### src/rtl/clnw_pkg.sv
`default_nettype none

package clnw_pkg;

    typedef enum logic [1:0] {
        OP_CMD  = 2'd0,
        OP_CHAR = 2'd1,
        OP_NUM  = 2'd2,
        OP_INIT = 2'd3
    } op_t;

    typedef struct packed {
        op_t         op;
        logic [31:0] value;
    } cmd_word_t;

    typedef struct packed {
        logic       rs;
        logic [3:0] nibble;
        logic [4:0] wait_ms;
        logic       last;
    } xfer_word_t;

    // step counter and program addresses
    localparam int PC_W = 4;
    typedef logic [PC_W-1:0] pc_t;

    localparam pc_t PC_HOME     = 4'd0;
    localparam pc_t PC_BYTE_HI  = 4'd1;
    localparam pc_t PC_BYTE_LO  = 4'd2;
    localparam pc_t PC_DIV_MUL  = 4'd3;
    localparam pc_t PC_DIV_PUSH = 4'd4;
    localparam pc_t PC_DIG_HI   = 4'd5;
    localparam pc_t PC_DIG_LO   = 4'd6;
    localparam pc_t PC_INIT_HI  = 4'd7;
    localparam pc_t PC_INIT_LO  = 4'd8;

    typedef enum logic [2:0] {
        NSRC_BYTE_HI,
        NSRC_BYTE_LO,
        NSRC_ASCII_HI,
        NSRC_DIGIT,
        NSRC_INIT_HI,
        NSRC_INIT_LO
    } nsrc_t;

    typedef enum logic [2:0] {
        ACT_NONE,
        ACT_LOAD,
        ACT_MUL,
        ACT_PUSH,
        ACT_POP,
        ACT_INIT_NEXT
    } act_t;

    typedef enum logic [2:0] {
        COND_NEXT,
        COND_GOTO,
        COND_DISPATCH,
        COND_MORE_NEXT,
        COND_MORE_HOME
    } cond_t;

    typedef enum logic [1:0] {
        FLAG_DIV,
        FLAG_DIGIT,
        FLAG_INIT
    } flag_sel_t;

    typedef enum logic [1:0] {
        LAST_NO,
        LAST_YES,
        LAST_DONE
    } last_sel_t;

    // one control word of the program
    typedef struct packed {
        logic      emit;
        nsrc_t     nsrc;
        logic      wait_en;
        last_sel_t last_sel;
        act_t      act;
        cond_t     cond;
        flag_sel_t flag_sel;
        pc_t       target;
    } ctrl_t;

    // sequencer to datapath
    typedef struct packed {
        logic  fire;
        logic  emit;
        act_t  act;
        nsrc_t nsrc;
        logic  wait_en;
        logic  last;
    } dp_ctl_t;

    // datapath to sequencer
    typedef struct packed {
        logic div_more;
        logic digit_more;
        logic init_more;
    } flags_t;

    localparam int INIT_LEN = 10;
    typedef logic [3:0] init_idx_t;
    localparam init_idx_t INIT_LAST = init_idx_t'(INIT_LEN - 1);

    localparam logic [4:0] WAIT_WAKE_MS = 5'd4;
    localparam logic [4:0] WAIT_END_MS  = 5'd20;

    // floor(v / 10) = (v * RECIP_10) >> RECIP_SHIFT for any 32-bit v
    localparam logic [31:0] RECIP_10    = 32'hCCCC_CCCD;
    localparam int          RECIP_SHIFT = 35;
    localparam int          QUOT_W      = 64 - RECIP_SHIFT;

    // high nibble of ascii '0'..'9'
    localparam logic [3:0] ASCII_DIGIT_HI = 4'h3;

    function automatic logic [7:0] init_byte(input init_idx_t idx);
        logic [7:0] b;
        unique case (idx)
            4'd0, 4'd1, 4'd2: b = 8'h03;
            4'd3:             b = 8'h02;
            4'd4:             b = 8'h28;
            4'd5:             b = 8'h08;
            4'd6, 4'd8:       b = 8'h01;
            4'd7:             b = 8'h06;
            4'd9:             b = 8'h0C;
            default:          b = 8'h00;
        endcase
        return b;
    endfunction

    function automatic logic [4:0] init_wait(input init_idx_t idx);
        logic [4:0] w;
        unique case (idx)
            4'd0, 4'd1, 4'd2: w = WAIT_WAKE_MS;
            4'd9:             w = WAIT_END_MS;
            default:          w = 5'd0;
        endcase
        return w;
    endfunction

    // control store
    function automatic ctrl_t ucode(input pc_t pc);
        ctrl_t cw;
        cw = '0;
        cw.nsrc     = NSRC_BYTE_HI;
        cw.last_sel = LAST_NO;
        cw.act      = ACT_NONE;
        cw.cond     = COND_NEXT;
        cw.flag_sel = FLAG_DIV;
        cw.target   = PC_HOME;
        unique case (pc)
            PC_HOME: begin
                cw.act  = ACT_LOAD;
                cw.cond = COND_DISPATCH;
            end
            PC_BYTE_HI: begin
                cw.emit = 1'b1;
                cw.nsrc = NSRC_BYTE_HI;
            end
            PC_BYTE_LO: begin
                cw.emit     = 1'b1;
                cw.nsrc     = NSRC_BYTE_LO;
                cw.last_sel = LAST_YES;
                cw.cond     = COND_GOTO;
            end
            PC_DIV_MUL: begin
                cw.act = ACT_MUL;
            end
            PC_DIV_PUSH: begin
                cw.act      = ACT_PUSH;
                cw.cond     = COND_MORE_NEXT;
                cw.flag_sel = FLAG_DIV;
                cw.target   = PC_DIV_MUL;
            end
            PC_DIG_HI: begin
                cw.emit = 1'b1;
                cw.nsrc = NSRC_ASCII_HI;
            end
            PC_DIG_LO: begin
                cw.emit     = 1'b1;
                cw.nsrc     = NSRC_DIGIT;
                cw.act      = ACT_POP;
                cw.last_sel = LAST_DONE;
                cw.cond     = COND_MORE_HOME;
                cw.flag_sel = FLAG_DIGIT;
                cw.target   = PC_DIG_HI;
            end
            PC_INIT_HI: begin
                cw.emit = 1'b1;
                cw.nsrc = NSRC_INIT_HI;
            end
            PC_INIT_LO: begin
                cw.emit     = 1'b1;
                cw.nsrc     = NSRC_INIT_LO;
                cw.wait_en  = 1'b1;
                cw.act      = ACT_INIT_NEXT;
                cw.last_sel = LAST_DONE;
                cw.cond     = COND_MORE_HOME;
                cw.flag_sel = FLAG_INIT;
                cw.target   = PC_INIT_HI;
            end
            default: begin
                cw.cond = COND_GOTO;
            end
        endcase
        return cw;
    endfunction

endpackage

`default_nettype wire

### src/rtl/clnw_seq.sv
`default_nettype none

module clnw_seq (
    input  wire logic             clk,
    input  wire logic             rst_n,
    input  wire clnw_pkg::op_t    op,
    input  wire logic             cmd_valid,
    output logic                  cmd_stall,
    input  wire logic             out_free,
    input  wire clnw_pkg::flags_t flags,
    output clnw_pkg::dp_ctl_t     ctl
);
    import clnw_pkg::*;

    pc_t   pc_reg;
    pc_t   pc_next;
    pc_t   pc_dispatch;
    ctrl_t cw;
    logic  flag;
    logic  fire;

    assign cw = ucode(pc_reg);

    always_comb
    begin
        unique case (cw.flag_sel)
            FLAG_DIV:   flag = flags.div_more;
            FLAG_DIGIT: flag = flags.digit_more;
            FLAG_INIT:  flag = flags.init_more;
            default:    flag = 1'b0;
        endcase
    end

    always_comb
    begin
        unique case (op)
            OP_CMD, OP_CHAR: pc_dispatch = PC_BYTE_HI;
            OP_NUM:          pc_dispatch = PC_DIV_MUL;
            OP_INIT:         pc_dispatch = PC_INIT_HI;
        endcase
    end

    // only the home step takes a new word
    assign cmd_stall = (cw.cond != COND_DISPATCH);

    always_comb
    begin
        if (cw.cond == COND_DISPATCH)
            fire = cmd_valid;
        else if (cw.emit)
            fire = out_free;
        else
            fire = 1'b1;
    end

    always_comb
    begin
        pc_next = pc_reg;
        if (fire)
        begin
            unique case (cw.cond)
                COND_NEXT:      pc_next = pc_reg + pc_t'(1);
                COND_GOTO:      pc_next = cw.target;
                COND_DISPATCH:  pc_next = pc_dispatch;
                COND_MORE_NEXT: pc_next = flag ? cw.target : pc_reg + pc_t'(1);
                COND_MORE_HOME: pc_next = flag ? cw.target : PC_HOME;
                default:        pc_next = PC_HOME;
            endcase
        end
    end

    always_ff @(posedge clk or negedge rst_n)
    begin
        if (!rst_n)
            pc_reg <= PC_HOME;
        else
            pc_reg <= pc_next;
    end

    always_comb
    begin
        ctl.fire    = fire;
        ctl.emit    = cw.emit;
        ctl.act     = cw.act;
        ctl.nsrc    = cw.nsrc;
        ctl.wait_en = cw.wait_en;
        ctl.last    = (cw.last_sel == LAST_YES) || ((cw.last_sel == LAST_DONE) && !flag);
    end

endmodule

`default_nettype wire

### src/rtl/clnw_dp.sv
`default_nettype none

module clnw_dp #(
    parameter int MAX_DIGITS = 10
) (
    input  wire logic                clk,
    input  wire clnw_pkg::dp_ctl_t   ctl,
    input  wire clnw_pkg::cmd_word_t cmd_word,
    output clnw_pkg::flags_t         flags,
    output clnw_pkg::xfer_word_t     xfer_next
);
    import clnw_pkg::*;

    localparam int CNT_W = $clog2(MAX_DIGITS + 1);
    localparam int IDX_W = (MAX_DIGITS > 1) ? $clog2(MAX_DIGITS) : 1;

    logic [31:0]       value_reg;
    logic [QUOT_W-1:0] q_reg;
    logic              rs_reg;
    logic [CNT_W-1:0]  cnt_reg;
    init_idx_t         idx_reg;
    logic [3:0]        digits_reg [MAX_DIGITS];

    logic [63:0]       prod;
    logic [31:0]       q_times_10;
    logic [31:0]       rem;
    logic [CNT_W-1:0]  cnt_inc;
    logic [CNT_W-1:0]  cnt_dec;
    logic [7:0]        init_b;

    // reciprocal multiply, quotient registered before the subtract step
    assign prod       = 64'(value_reg) * 64'(RECIP_10);
    assign q_times_10 = 32'({q_reg, 3'b000}) + 32'({q_reg, 1'b0});
    assign rem        = value_reg - q_times_10;
    assign cnt_inc    = cnt_reg + CNT_W'(1);
    assign cnt_dec    = cnt_reg - CNT_W'(1);
    assign init_b     = init_byte(idx_reg);

    always_comb
    begin
        flags.div_more   = (q_reg != '0) && (cnt_inc < CNT_W'(MAX_DIGITS));
        flags.digit_more = (cnt_reg != CNT_W'(1));
        flags.init_more  = (idx_reg != INIT_LAST);
    end

    always_ff @(posedge clk)
    begin
        if (ctl.fire)
        begin
            case (ctl.act)
                ACT_LOAD: begin
                    value_reg <= cmd_word.value;
                    rs_reg    <= (cmd_word.op == OP_CHAR) || (cmd_word.op == OP_NUM);
                    cnt_reg   <= '0;
                    idx_reg   <= '0;
                end
                ACT_MUL: begin
                    q_reg <= prod[63:RECIP_SHIFT];
                end
                ACT_PUSH: begin
                    digits_reg[cnt_reg[IDX_W-1:0]] <= rem[3:0];
                    cnt_reg   <= cnt_inc;
                    value_reg <= 32'(q_reg);
                end
                ACT_POP: begin
                    cnt_reg <= cnt_dec;
                end
                ACT_INIT_NEXT: begin
                    idx_reg <= idx_reg + init_idx_t'(1);
                end
                default: begin
                end
            endcase
        end
    end

    always_comb
    begin
        xfer_next.rs      = rs_reg;
        xfer_next.wait_ms = ctl.wait_en ? init_wait(idx_reg) : 5'd0;
        xfer_next.last    = ctl.last;
        case (ctl.nsrc)
            NSRC_BYTE_HI:  xfer_next.nibble = value_reg[7:4];
            NSRC_BYTE_LO:  xfer_next.nibble = value_reg[3:0];
            NSRC_ASCII_HI: xfer_next.nibble = ASCII_DIGIT_HI;
            NSRC_DIGIT:    xfer_next.nibble = digits_reg[cnt_dec[IDX_W-1:0]];
            NSRC_INIT_HI:  xfer_next.nibble = init_b[7:4];
            NSRC_INIT_LO:  xfer_next.nibble = init_b[3:0];
            default:       xfer_next.nibble = 4'h0;
        endcase
    end

endmodule

`default_nettype wire

### src/rtl/char_lcd_nibble_writer.sv
// Character LCD nibble writer for a 4-bit HD44780-style bus. Each command word
// (op, value) becomes a run of transfer words, one per enable strobe: rs, the
// nibble for D7..D4 (high nibble first), the wait in ms to apply after the
// strobe, and last on the final transfer of the request. op selects a command
// byte (rs=0), a character byte (rs=1), an unsigned number sent as ascii
// decimal digits most significant first (rs=1, zero gives '0', only the
// MAX_DIGITS low digits are kept), or the ten-byte power-up list with 4 ms
// after each wake-up byte and 20 ms at the very end. One request is handled
// at a time: cmd_stall is low only while the sequencer sits at its home step.
// A number request runs one division step pair per digit through the shared
// reciprocal multiplier before its digits go out, and every request passes its
// nibbles through the single transfer register, which takes one nibble per
// cycle while the transfer side does not stall.
`default_nettype none

module char_lcd_nibble_writer #(
    parameter int MAX_DIGITS = 10
) (
    input  wire logic                 clk,
    input  wire logic                 rst_n,
    input  wire logic                 cmd_valid,
    output logic                      cmd_stall,
    input  wire clnw_pkg::cmd_word_t  cmd_word,
    output logic                      xfer_valid,
    input  wire logic                 xfer_stall,
    output clnw_pkg::xfer_word_t      xfer_word
);
    import clnw_pkg::*;

    // sequencer / datapath links
    dp_ctl_t    ctl;
    flags_t     flags;
    xfer_word_t xfer_next;

    // transfer output register
    logic       xfer_valid_reg;
    xfer_word_t xfer_word_reg;
    logic       out_free;
    logic       load_out;

    // microcoded step counter: fetches a control word per step and jumps
    clnw_seq u_seq (
        .clk       (clk),
        .rst_n     (rst_n),
        .op        (cmd_word.op),
        .cmd_valid (cmd_valid),
        .cmd_stall (cmd_stall),
        .out_free  (out_free),
        .flags     (flags),
        .ctl       (ctl)
    );

    // value, quotient, digit stack and init index, plus nibble select
    clnw_dp #(
        .MAX_DIGITS (MAX_DIGITS)
    ) u_dp (
        .clk       (clk),
        .ctl       (ctl),
        .cmd_word  (cmd_word),
        .flags     (flags),
        .xfer_next (xfer_next)
    );

    // register is free when empty or being drained this cycle
    assign out_free = !xfer_valid_reg || !xfer_stall;
    assign load_out = ctl.fire && ctl.emit;

    always_ff @(posedge clk or negedge rst_n)
    begin
        if (!rst_n)
            xfer_valid_reg <= 1'b0;
        else if (load_out)
            xfer_valid_reg <= 1'b1;
        else if (!xfer_stall)
            xfer_valid_reg <= 1'b0;
    end

    // payload holds while stalled, since load_out needs out_free
    always_ff @(posedge clk)
    begin
        if (load_out)
            xfer_word_reg <= xfer_next;
    end

    assign xfer_valid = xfer_valid_reg;
    assign xfer_word  = xfer_word_reg;

endmodule

`default_nettype wire

### config.mk
export PLATFORM = sky130hd
export DESIGN_NAME = char_lcd_nibble_writer
export DESIGN_NICKNAME = d
export VERILOG_FILES = /design/src/rtl/clnw_pkg.sv /design/src/rtl/clnw_seq.sv /design/src/rtl/clnw_dp.sv /design/src/rtl/char_lcd_nibble_writer.sv
export SDC_FILE = /design/constraint.sdc
export NUM_CORES = 1
export LEC_CHECK = 0
export BUFFER_PORTS_ARGS = -buffer_cell sky130_fd_sc_hd__buf_2
export CAP_MARGIN = 20
export CELL_PAD_IN_SITES_DETAIL_PLACEMENT = 2
export CELL_PAD_IN_SITES_GLOBAL_PLACEMENT = 2
export CORE_MARGIN = 1
export CORE_UTILIZATION = 44
export CTS_CLUSTER_SIZE = 8
export DETAILED_ROUTE_END_ITERATION = 16
export PLACE_DENSITY = 0.82
export SYNTH_ARGS = -nofsm -noshare
export SYNTH_HDL_FRONTEND = slang
export SYNTH_SLANG_ARGS = --single-unit
### constraint.sdc
create_clock -name clk -period 9.4 [get_ports clk]
set_input_delay 1.88 -clock clk [delete_from_list [all_inputs] [get_ports clk]]
set_output_delay 1.88 -clock clk [all_outputs]
set_load 0.02 [all_outputs]
# After elaboration in Yosys (flattened, before gate mapping)
# Memory sizes are Yosys's and may differ from the RTL's. A register that Yosys moved wholly into a read port is not among the register bits.
# Index checks and enable logic that the tools add are counted.
[classes] n_eq_ne=36 n_lt_le_gt_ge=1 n_mul=1 mux=24 n_reduce_logical=28 add_sub_neg=6
[ops] op="32-bit by 32-bit multiplier with 64-bit output (second input constant)" n=1
[ops] op="32-bit one-hot mux with 2 select lines" n=1
[ops] op="4-bit one-hot mux with 6 select lines" n=2
[ops] op="29-bit nonzero test" n=1
[ops] op="4-bit one-hot mux with 3 select lines" n=2
[ops] op="4-bit one-hot mux with 5 select lines" n=1
[ops] op="3-bit by 2-bit == test with 1-bit output (second input constant)" n=6
[ops] op="6-bit one-hot mux with 3 select lines" n=1
[ops] op="4-bit by 3-bit == test with 1-bit output (second input constant)" n=4
[ops] op="3-bit == test (second input constant)" n=5
[ops] op="3-bit one-hot mux with 5 select lines" n=1
[ops] op="4-bit by 1-bit adder with 4-bit output (second input constant)" n=3
[ops] op="4-bit by 2-bit == test with 1-bit output (second input constant)" n=3
[ops] op="4-bit 2-to-1 mux" n=3
[ops] op="3-bit one-hot mux with 4 select lines" n=1
[ops] op="5-bit one-hot mux with 2 select lines" n=1
[ops] op="2-bit AND reduction" n=5
[ops] op="3-bit by 1-bit == test with 1-bit output (second input constant)" n=3
[ops] op="2-bit == test (second input constant)" n=4
[ops] op="4-bit by 1-bit == test with 1-bit output (second input constant)" n=2
[ops] op="4-bit == test (second input constant)" n=2
[ops] op="4-bit zero test" n=2
[ops] op="1-bit 2-to-1 mux" n=8
[ops] op="4-bit one-hot mux with 2 select lines" n=1
[ops] op="21 further kinds" n=33
[totals] romBits=80 reg_bits=86 elab_cells=109 mem_bits_rw=40 mem_count=2
[mem_list] memory="(name not given)" words=16 word_bits=5 rd=1 rd_clocked_by_memory_dff=1 wr=0 line_no="clnw_pkg.sv:122" text="unique case (idx)"
[mem_list] memory="u_dp.digits_reg" words=10 word_bits=4 rd=1 rd_clocked_by_memory_dff=0 wr=1 line_no="clnw_dp.sv:22" text="logic [3:0] digits_reg [MAX_DIGITS];"

# Logic depth before layout (Yosys ltp)
# Gate-level depths: netlist of run 1.
[logic_depth] ltp_word=7 depth_mapped=26 mapped_depth_nobuf=26

# Modules after synthesis
# A second synthesis of run 1 with hierarchy kept.
[hier_totals] cells_unflattened=2181 area_unflattened_um2=22811.9
[modules_own_cells] module="clnw_dp" seq_area_each_um2=3403.3 cells_each=2098 area_per_inst_um2=21873.5 n_inst=1
[modules_own_cells] module="clnw_seq" seq_area_each_um2=100.1 cells_each=68 area_per_inst_um2=564.3 n_inst=1
[modules_own_cells] module="char_lcd_nibble_writer" seq_area_each_um2=355.3 cells_each=15 area_per_inst_um2=374.1 n_inst=1

# Least setup slack after synthesis of run 1
# No wires, ideal clock.
[synth_timing] path_type="reg-to-reg" start="register u_dp.value_reg[20]" end="register u_dp.q_reg[21], data pin" required_time_ps=9142 t_arrival_ps=6746 setup_ps=258 path_buffers=0 path_stages_with_launch=26 synth_period_minus_slack_ps=7003 slack_ps=2397 path_cell_list="edfxtp_1 -> ha_1 -> inv_1 -> fa_1 -> inv_1 -> fa_1 -> inv_1 -> fa_1 -> inv_1 -> fa_1 -> fa_1 -> fa_1 -> inv_1 -> fa_1 -> inv_1 -> ha_1 -> a211oi_1 -> nand2_1 -> a41oi_1 -> a211oi_1 -> or3_1 -> a21o_1 -> a221o_1 -> a31oi_2 -> o21bai_1 -> xnor2_1"
[synth_between] elab_chain_cells=1
[synth_lines] element="from (decl)" line_no="clnw_dp.sv:17" text="logic [31:0] value_reg;"
[synth_lines] element="from (signal assigned)" line_no="clnw_dp.sv:52" text="value_reg <= cmd_word.value;"
[synth_lines] element="from (signal assigned)" line_no="clnw_dp.sv:63" text="value_reg <= 32'(q_reg);"
[synth_lines] element="32-bit by 32-bit multiplier with 64-bit output" line_no="clnw_dp.sv:32" text="assign prod = 64'(value_reg) * 64'(RECIP_10);"
[synth_lines] element="named net u_dp.prod[56]" line_no="clnw_dp.sv:24" text="logic [63:0] prod;"
[synth_lines] element="to (signal assigned)" line_no="clnw_dp.sv:58" text="q_reg <= prod[63:RECIP_SHIFT];"
[synth_lines] element="to (decl)" line_no="clnw_dp.sv:18" text="logic [QUOT_W-1:0] q_reg;"
# The timed path passes the listed nets, and every way through them passes these cells.
# A chain may end at the register's enable or synchronous reset.

# Worst setup path after layout of run 1
[layout_timing] start="register u_dp.value_reg[15]" end="register u_dp.q_reg[21], data pin"
# Same word-level chain as after synthesis.

==> out/metrics.yaml, run 1 <==
status: "finished clean"
cp_common_cell: "fa_1"
postRouteAntennaNets: 0
die_width_microns: 226.1
rsz0062_at_grt: "false"
first_pass_iters: 5
fp.dieH_microns: 226.1
final_nets: 2935
synth.distinct_cells: 56
die-area_sq_mm: 0.05112
ys_dominant_reg_cell: "edfxtp_1"
slew_headroom: 0.2646
grt_busiest_layer: "met2"
seq_area_frac_synth: 0.1706
synth-edff-count: 118
antenna_found_initial: 0
cp.arrival_ps: 9170
cts_tree: "built"
multi_input_area_sq_mm: 0.01612
hold_viol_final: 0
worst_pin_slew_ps: 1095
use_met1: 0.3898
grt_overflow: 0
synthArstFlopShare: 0.03906
vias_per_cell: 5.610
yosys_warnings: 0
port-buffer-count: 47
cts_buffers: 17
max_freq_mhz: 111.3
grt.met2_usage: 0.6270
start_util: 0.4486
setup_tns_ps: 0
yosysTopAreaCell: "fa_1"
drc: 0
finClkSkew_ps: 16.52
syn2layout_area_growth_pct: 7.644
worst_path_largest_cell_delay_ps: 790
clkTransAtPathRegs_ps: 70
drt_iter0_drc: 912
maxCapViolCount: 0
cp_max_fo: 5
layout-drive-gt1-share: 0.04958
required_ps: 9590
met3_usage: 0.04996
grt_first_pass_wirelength_mm: 127.3
critPathKind: "flop to flop"
clk_latency_ps: 470
cts_max_level: 4
routed_wl_mm: 86.40
slew_viol_final: 0
grt_max_degree: 38
synth_area_leaders: "fa_1 (35%), ha_1 (21%), edfxtp_1 (16%), inv_1 (9.6%), nand2_1 (2.4%)"
rows: 81
vias: 15830
final-seq-area_sq_mm: 0.003769
end_kind: "flop"
fillers: 5143
wl_per_cell_microns: 30.61
diodes: 0
fin_crit_sh: 0.9559
setup_viol: 0
dp_hpwl_mm: 73.14
synth_top_area_share: 0.3497
hold_class: "flop to flop"
groute.usage.overall: 0.3540
period_minus_slack_ps: 8985
grt_pass1_vias: 19280
netlist_area_sq_mm: 0.02210
cp_slowest_cell: "nor4_1"
routabilityCongestion: 0.9718
cts_max_path_buffers: 2
syn_inst: 2095
ys_ff_latch: 128
avgSynthCellArea_sq_um: 10.55
io_pins: 51
largest_reg_flops: 40
cts_num_sinks: 128
clockRootBuffer: "clkbuf_16"
coreArea_sq_mm: 0.04925
start_kind: "flop"
## cells in the final DEF (no fill, tap or decap), types with 8 or more instances in the layout
cell type  count
fa_1         386
edfxtp_1     118
nor2_1        48
a211oi_1      15
nand2_1      140
buf_2         47
mux4_2         8
nor2b_1       10
nor3_1        15
nand3_1       20
inv_1        563
nand4_1       12
xnor2_1       43
a21oi_1       66
xor2_1        44
clkbuf_16     17
and2_1        23
buf_4         11
o21ai_0       40
ha_1         366
a21o_1        34
a31oi_1        8
nor4_1         8
and3_1        12
## cells in the mapped netlist (20+ instances only)
master,count
a21o_1,34
a21oi_1,67
and2_1,23
clkbuf_1,27
edfxtp_1,118
fa_1,386
ha_1,366
inv_1,563
nand2_1,140
nand3_1,20
nor2_1,48
o21ai_0,41
xnor2_1,43
xor2_1,44
## kinds of logic (layout without fill, tap and decap cells)
kind of cell	count (synthesis)	after routing	share of synthesized area
flops	128	128	0.1706
fa+ha+maj	752	752	0.5570
buf+inv	593	654	0.1012
mux	14	14	0.01087
simple gates	305	305	0.06387
other cells	1	3	0.0001697
compound gates	215	215	0.06183
xor+xnor	87	87	0.03448
## path summary, 6_finish.rpt
path / slack (ps) / from / end / cells after the start
setup / recovery: 410 / u_dp.value_reg[15] / u_dp.q_reg[21] / 25
hold / removal: 430 / u_dp.rs_reg / xfer_word[10] / 0
setup reg to reg: 410 / u_dp.value_reg[15] / u_dp.q_reg[21] / 25
hold reg to reg: 430 / u_dp.rs_reg / xfer_word[10] / 0
max in group asynchronous: 8010 / rst_n / u_seq.pc_reg[1] / 1
min in group asynchronous: 1240 / rst_n / xfer_valid / 1
## critical path, delay by kind of cell, from the launching register on
kind	cells	cell delay, ps
compound gates	6	1660
fa+ha+maj	9	4480
flops	1	630
simple gates	3	1210
buf+inv	6	570
xor+xnor	1	140
## through the flow
step / setup WS (ps) / util / instances / instance area (sq um) / hold slack (ps)
4_1_cts: 179.5 / 0.4823 / 2821 / 23750 / 423.5
6_report: 415.0 / 0.4829 / 2822 / 23790 / 426.0
3_3_place_gp: 878.7 / 0.4699 / 2789 / 23150 / 406.9
3_5_place_dp: 436.7 / 0.4699 / 2789 / 23150 / 418.0
5_1_grt: 270.5 / 0.4829 / 2822 / 23790 / 436.4
2_1_floorplan: 2397 / - / 2097 / 22100 / 400.3
## repair_timing
action | CTS | global route
endpoints found under the setup margin | 0 | 2
hold buffers | 0 | 0
gates resized for setup | 0 | 1
buffers inserted | 0 | 0
## per-layer routing
metal | vias to the layer above | wire length [microns]
li1 | 6724 | -
met1 | 8325 | 31940
met2 | 516 | 44220
met3 | 267 | 3092
met4 | 0 | 7142
met5 | - | 0
## cell type report
| cell class | instances | area share |
|---|---|---|
| repair buffers | 59 | 0.01452 |
| flip-flops and latches | 128 | 0.1584 |
| multi-input cells | 1376 | 0.6777 |
| inverters | 563 | 0.08885 |
| clock inverters | 14 | 0.007522 |
| well taps | 664 | 0.03493 |
| clock buffers | 18 | 0.01804 |
Power of run 1 is left out: the tool's default activity adds up to more than one toggle a clock period on the data nets, which glitch-free logic cannot reach.
==> inputs of run 2 (changes only) <==
- ABC_AREA: not set -> 1
- CORE_UTILIZATION: 44 -> 41
- PLACE_DENSITY: 0.82 -> not set
- PLACE_DENSITY_LB_ADDON: not set -> 0.1
==> run 2 against run 1 <==
  * Register-to-register slack better by 1300 ps
  * Critical path depth shrank 3
  * The run now ends with DRC left
  * Clock-buffer cell count unchanged
  * Final cell count grew 32%
  * Worst setup slack improved by 1300 ps
  * Flip-flop and latch count unchanged
  * Critical endpoint is now u_dp.q_reg[23]
  * Highest routed layer is now met5
  * Via count grew 25%
  * Synthesized area is 11% higher
==> out/metrics.yaml, run 2 <==
synth-compound-area-share: 0.04961  # -0.01223
wl_per_cell_microns: 27.73  # -9.4%
maxCapViolCount: 0  # unchanged
io_pins: 51  # unchanged
cts_buffers: 17  # unchanged
rows: 89  # +9.9%
multi_input_area_sq_mm: 0.01765  # +9.5%
rsz0062_at_grt: "false"
synth.most_common_cell: "inv_1"
grt_first_pass_wirelength_mm: 152.2  # +20%
yosys.area_share.xor_xnor: 0.02032  # -0.01416
routabilityCongestion: 0.9964  # +2.5%
fin_crit_sh: 0.8167  # -0.1391
synth_top_area_share: 0.3146  # -0.03516
cts_hold_buffers: 0  # unchanged
hold_viol_final: 0  # unchanged
finClkSkew_ps: 14.70  # -1.822 ps
fp.dieH_microns: 246.8  # +9.1%
cp_max_fo: 5  # unchanged
synthArstFlopShare: 0.03906  # unchanged
die-area_sq_mm: 0.06090  # +19%
vias_per_cell: 5.310  # -5.4%
final-seq-area_sq_mm: 0.003769  # unchanged
final_cell_mix: "inv_1 (810), nand2_1 (526), fa_1 (386), ha_1 (366), nor2_1 (182)"
ys_ff_latch: 128  # unchanged
antenna_found_initial: 3  # +3
clkTransAtPathRegs_ps: 70  # about the same
grt_overflow: 0  # unchanged
required_ps: 9650  # +60 ps
largest_reg_flops: 40  # unchanged
cts_tree: "built"
synthMuxAreaShare: 0  # -0.01087
groute.usage.overall: 0.3535  # -0.0005062
diodes: 0  # unchanged
slew_viol_final: 0  # unchanged
synth_simple_gate_area_frac: 0.1464  # +0.08251
failed_checks: "DRC"
critPathKind: "flop to flop"
slew_headroom: 0.3024  # +0.03781
syn_inst: 2875  # +37%
postRouteAntennaNets: 0  # unchanged
max_freq_mhz: 130.3  # +17%
cts_num_sinks: 128  # unchanged
synth-edff-count: 118  # unchanged
cts_resized: 0  # unchanged
start_util: 0.4155  # -0.03316
end_kind: "flop"
final_nets: 3718  # +27%
setup_viol: 0  # unchanged
start_kind: "flop"
synth_common_cells: "inv_1 (810), nand2_1 (526), fa_1 (386), ha_1 (366), nor2_1 (182)"
yosys_warnings: 0  # unchanged
coreArea_sq_mm: 0.05913  # +20%
clockRootBuffer: "clkbuf_16"
period_minus_slack_ps: 7677  # -1308 ps
routed_wl_mm: 103.0  # +19%
seq_area_frac_synth: 0.1534  # -0.01715
cp.arrival_ps: 7930  # -1240 ps
vias: 19720  # +25%
syn2layout_area_growth_pct: 7.298
synth.distinct_cells: 39  # -30%
final_common_cell: "inv_1"
postCtsSetupRepairBufs: 0  # unchanged
status: "finished, violations left"
setup_tns_ps: 0  # unchanged
first_pass_iters: 11  # +6
avgSynthCellArea_sq_um: 8.545  # -19%
worst_pin_slew_ps: 1035  # -59.79 ps
synth_area_leaders: "fa_1 (31%), ha_1 (19%), edfxtp_1 (14%), inv_1 (12%), nand2_1 (8.0%)"
die_width_microns: 246.8  # +9.1%
cts_max_level: 4  # unchanged
hold_class: "flop to flop"
yosysTopAreaCell: "fa_1"
drc: 6  # +6
grt_max_degree: 56  # +47%
port-buffer-count: 47  # unchanged
synth_fa_ha_area_frac: 0.5010  # -0.05600
synth_top_family_by_area: "adder cells"
fillers: 6638  # +29%
netlist_area_sq_mm: 0.02457  # +11%
grt_pass1_vias: 23320  # +21%
drt_iter0_drc: 934  # +2.4%
dp_hpwl_mm: 91.98  # +26%
ys_dominant_reg_cell: "edfxtp_1"
clk_latency_ps: 500  # +30 ps
layout-drive-gt1-share: 0.04216  # -0.007420
cts_max_path_buffers: 2  # unchanged
-- run 2: cell count changes in the layout (fill, tap and decap cells not counted), sizes merged, moves of 30 or more --
cell	previous run	this run
a21oi	67	97
inv	568	822
nand2	140	541
nand3	20	85
nor2	48	187
o21ai	42	97
-- run 2: worst max-delay path, cell delays in order, from the launching register on --
cell and delay [ps]:
edfxtp_1 640, ha_1 610, inv_1 190, fa_1 510, inv_1 60, fa_1 600, inv_1 80, fa_1 520
inv_1 60, fa_1 590, fa_1 450, fa_1 510, inv_1 50, fa_1 480, inv_1 40, ha_1 400
nand2_1 170, nor2_1 310, inv_1 110, nor3_1 460, nand3_1 340, nand3_1 190, nand2_1 70
-- run 2: cell type report --
| class | instances | share of cell area |
|---|---|---|
| clock buffers | 18 | 0.01628 |
| clock inverters | 14 | 0.007452 |
| inverters | 817 | 0.1164 |
| multi-input cells | 1911 | 0.6695 |
| flip-flops and latches | 128 | 0.1430 |
| well taps | 773 | 0.03669 |
| repair buffers | 53 | 0.01063 |
-- run 2: final timing paths --
path                                     from              end  slack [ps]  cells past startpoint
max                        u_dp.value_reg[20]   u_dp.q_reg[23]        1720                     22
min                               u_dp.rs_reg    xfer_word[10]         460                      0
max reg2reg                u_dp.value_reg[20]   u_dp.q_reg[23]        1720                     22
min reg2reg                       u_dp.rs_reg    xfer_word[10]         460                      0
max in group asynchronous               rst_n  u_seq.pc_reg[3]        8050                      1
min in group asynchronous               rst_n  u_seq.pc_reg[2]        1190                      1
-- run 2: cell families (layout without fill, tap and decap cells) --
kind of cell | count (synthesis) | in the layout
simple gates | 873 | 873
buf+inv | 838 | 902
fa+ha+maj | 752 | 752
compound gates | 226 | 226
flops | 128 | 128
xor+xnor | 57 | 57
other cells | 1 | 3
-- run 2: metrics by stage --
stage / hold slack (ps) / utilization / cells / setup slack [ps] / instance area (sq um)
after floorplan: 400.3 / - / 2877 / 3454 / 24570
after global placement: 400.3 / 0.4351 / 3681 / 1998 / 25730
after detailed placement: 445.7 / 0.4352 / 3682 / 1810 / 25730
after CTS: 454.5 / 0.4458 / 3714 / 1797 / 26360
after global routing: 456.4 / 0.4458 / 3714 / 1566 / 26360
final: 460.8 / 0.4458 / 3714 / 1723 / 26360
-- run 2: per-layer routing --
metal,vias up,track usage,wire length (microns)
li1,8804,-,-
met1,10250,0.4199,42020
met2,457,0.6178,51100
met3,209,0.04667,3654
met4,2,0.1914,6214
met5,-,0,13
Power of run 2 is left out for the same reason.
==> inputs of run 3 (changes only) <==
- ABC_AREA: 1 -> 0
- CORE_UTILIZATION: 41 -> 40
- clock period: 9.4 -> 6.9 ns (I/O delays scaled with it)
==> run 3 against run 2 <==
  * The flow finishes with violations (setup timing)
  * Wire length fell by 15%
  * Clock-buffer cell count unchanged
  * Global-route usage decreased by 2.9 points
  * Worst setup slack lost 2500 ps
  * Clock skew up 5.0 ps
  * Via count down 15%
  * Sequential share of layout area fell by 0.44 points
  * Critical path type unchanged
==> out/metrics.yaml, run 3 (synthesis results as in run 1) <==
status: "finished, violations left"
failed_checks: "setup timing"
routed_wl_mm: 87.65  # -15%
clk_latency_ps: 450  # -50 ps
layout-drive-gt1-share: 0.2215  # +0.1793
cts_tree: "built"
hp-start: "u_dp.rs_reg"
final_area_sq_mm: 0.02720  # +3.2%
grt_max_degree: 37  # -34%
worst_pin_slew_ps: 1169  # +133.9 ps
finClkSkew_ps: 19.72  # +5.018 ps
holdPathStages: 0  # unchanged
syn2layout_area_growth_pct: 23.12
io_pins: 51  # unchanged
groute.usage.overall: 0.3250  # -0.02851
regToRegStartpoint: "u_dp.value_reg[19]"
setup_viol: 28  # +28
regToRegSetupSlack_ps: -740  # -2470 ps
grt_overflow: 0  # unchanged
dp_cells: 3129  # -15%
routabilityCongestion: 0.9445  # -5.2%
coreArea_sq_mm: 0.05424  # -8.3%
reg2regPathDepth: 28  # +27%
cts_max_level: 4  # unchanged
vias_per_cell: 5.249  # -1.2%
postRouteAntennaNets: 0  # unchanged
final_common_cell: "inv_1"
fin_crit_sh: 1.108  # +0.2910
clkTransAtPathRegs_ps: 70  # about the same
cts_buffers: 17  # unchanged
cts_hold_buffers: 0  # unchanged
drt_iter0_drc: 754  # -19%
whs_endpoint: "xfer_word[10]"
slew_headroom: 0.2148  # -0.08756
dp_slack_ps: -818.1  # -2629 ps
clockRootBuffer: "clkbuf_16"
critPathKind: "flop to flop"
slew_viol_final: 0  # unchanged
maxCapViolCount: 0  # unchanged
start_kind: "flop"
final_cells: 3197  # -14%
drc: 0  # -6
cp_max_fo: 3  # -2
hold_class: "flop to flop"
wl_per_cell_microns: 27.42  # -1.1%
dp_hpwl_mm: 74.10  # -19%
cp_slowest_cell: "fa_2"
diodes: 0  # unchanged
r2r_end: "u_dp.q_reg[21]"
rows: 85  # -4.5%
die-area_sq_mm: 0.05618  # -7.7%
antenna_found_initial: 1  # -2
place_area_sq_mm: 0.02569  # -0.18%
final_cell_mix: "inv_1 (555), fa_1 (371), buf_4 (343), ha_1 (337), nand2_1 (138)"
rsz0062_at_grt: "true"
grt_first_pass_wirelength_mm: 131.8  # -13%
worst_path_largest_cell_delay_ps: 610  # -30 ps
setup_tns_ps: -14390  # -14390 ps
finalWorstSetupSlack_ps: -743.0  # -2466 ps
grt_pass1_vias: 20320  # -13%
cp.arrival_ps: 7840  # -90 ps
first_pass_iters: 4  # -7
hold_viol_final: 0  # unchanged
required_ps: 7100  # -2550 ps
vias: 16780  # -15%
die_width_microns: 237.0  # -4.0%
final_nets: 3278  # -12%
fp.dieH_microns: 237.0  # -4.0%
cts_max_path_buffers: 2  # unchanged
period_minus_slack_ps: 7643  # -34.07 ps
cp_common_cell: "fa_1"
start_util: 0.4074  # -0.008073
end_kind: "flop"
cts_num_sinks: 128  # unchanged
port-buffer-count: 47  # unchanged
largest_reg_flops: 40  # unchanged
max_freq_mhz: 130.8  # +0.45%
run 3: what timing repair did:
item                       4_1_cts  5_1_grt
setup endpoints to repair       29       29
setup buffers                   32       11
pin swaps                       47       35
resized for setup               93       31
run 3: layer usage:
layer | routed length (microns) | share of wire | global-route usage | vias up
met4 | 3674 | 0.042 | 0.1236 | 0
li1 | - | - | - | 7405
met2 | 45100 | 0.51 | 0.5801 | 359
met1 | 35630 | 0.41 | 0.3985 | 8867
met5 | 0 | 0 | 0 | -
met3 | 3243 | 0.037 | 0.04138 | 149
run 3: worst max-delay path by stage:
stage / startpoint / cells after the start / end / slack [ps]
after floorplan: u_dp.value_reg[17] / 23 / u_dp.q_reg[21] / 3
after global placement: u_dp.value_reg[18] / 25 / u_dp.q_reg[21] / -590
after detailed placement: u_dp.value_reg[2] / 25 / u_dp.q_reg[26] / -820
after CTS: u_dp.value_reg[2] / 26 / u_dp.q_reg[21] / -490
after global routing: u_dp.value_reg[19] / 30 / u_dp.q_reg[26] / -960
final: u_dp.value_reg[19] / 28 / u_dp.q_reg[21] / -740
run 3: through the flow:
stage / util / hold WS [ps]
2_1_floorplan: - / 400.3
3_3_place_gp: 0.4736 / 420.1
3_5_place_dp: 0.4736 / 421.7
4_1_cts: 0.4977 / 436.4
5_1_grt: 0.5016 / 444.2
6_report: 0.5016 / 432.0
run 3: worst max-delay path, delay by kind of cell, from the launching register on:
| family | cells | cell delay (ps) |
|---|---|---|
| flops | 1 | 470 |
| xor+xnor | 1 | 140 |
| compound gates | 5 | 1120 |
| buf+inv | 9 | 800 |
| simple gates | 4 | 730 |
| fa+ha+maj | 9 | 4150 |
run 3: layout make-up:
class,count,area [sq um]
clock buffer,18,429.2
clock inverter,14,230.2
fill,5556,27030
inverter,563,2117
multi-input combinational,1376,16830
sequential,128,3769
tap,696,870.8
timing repair buffer,402,2963
Power of run 3 is left out for the same reason.
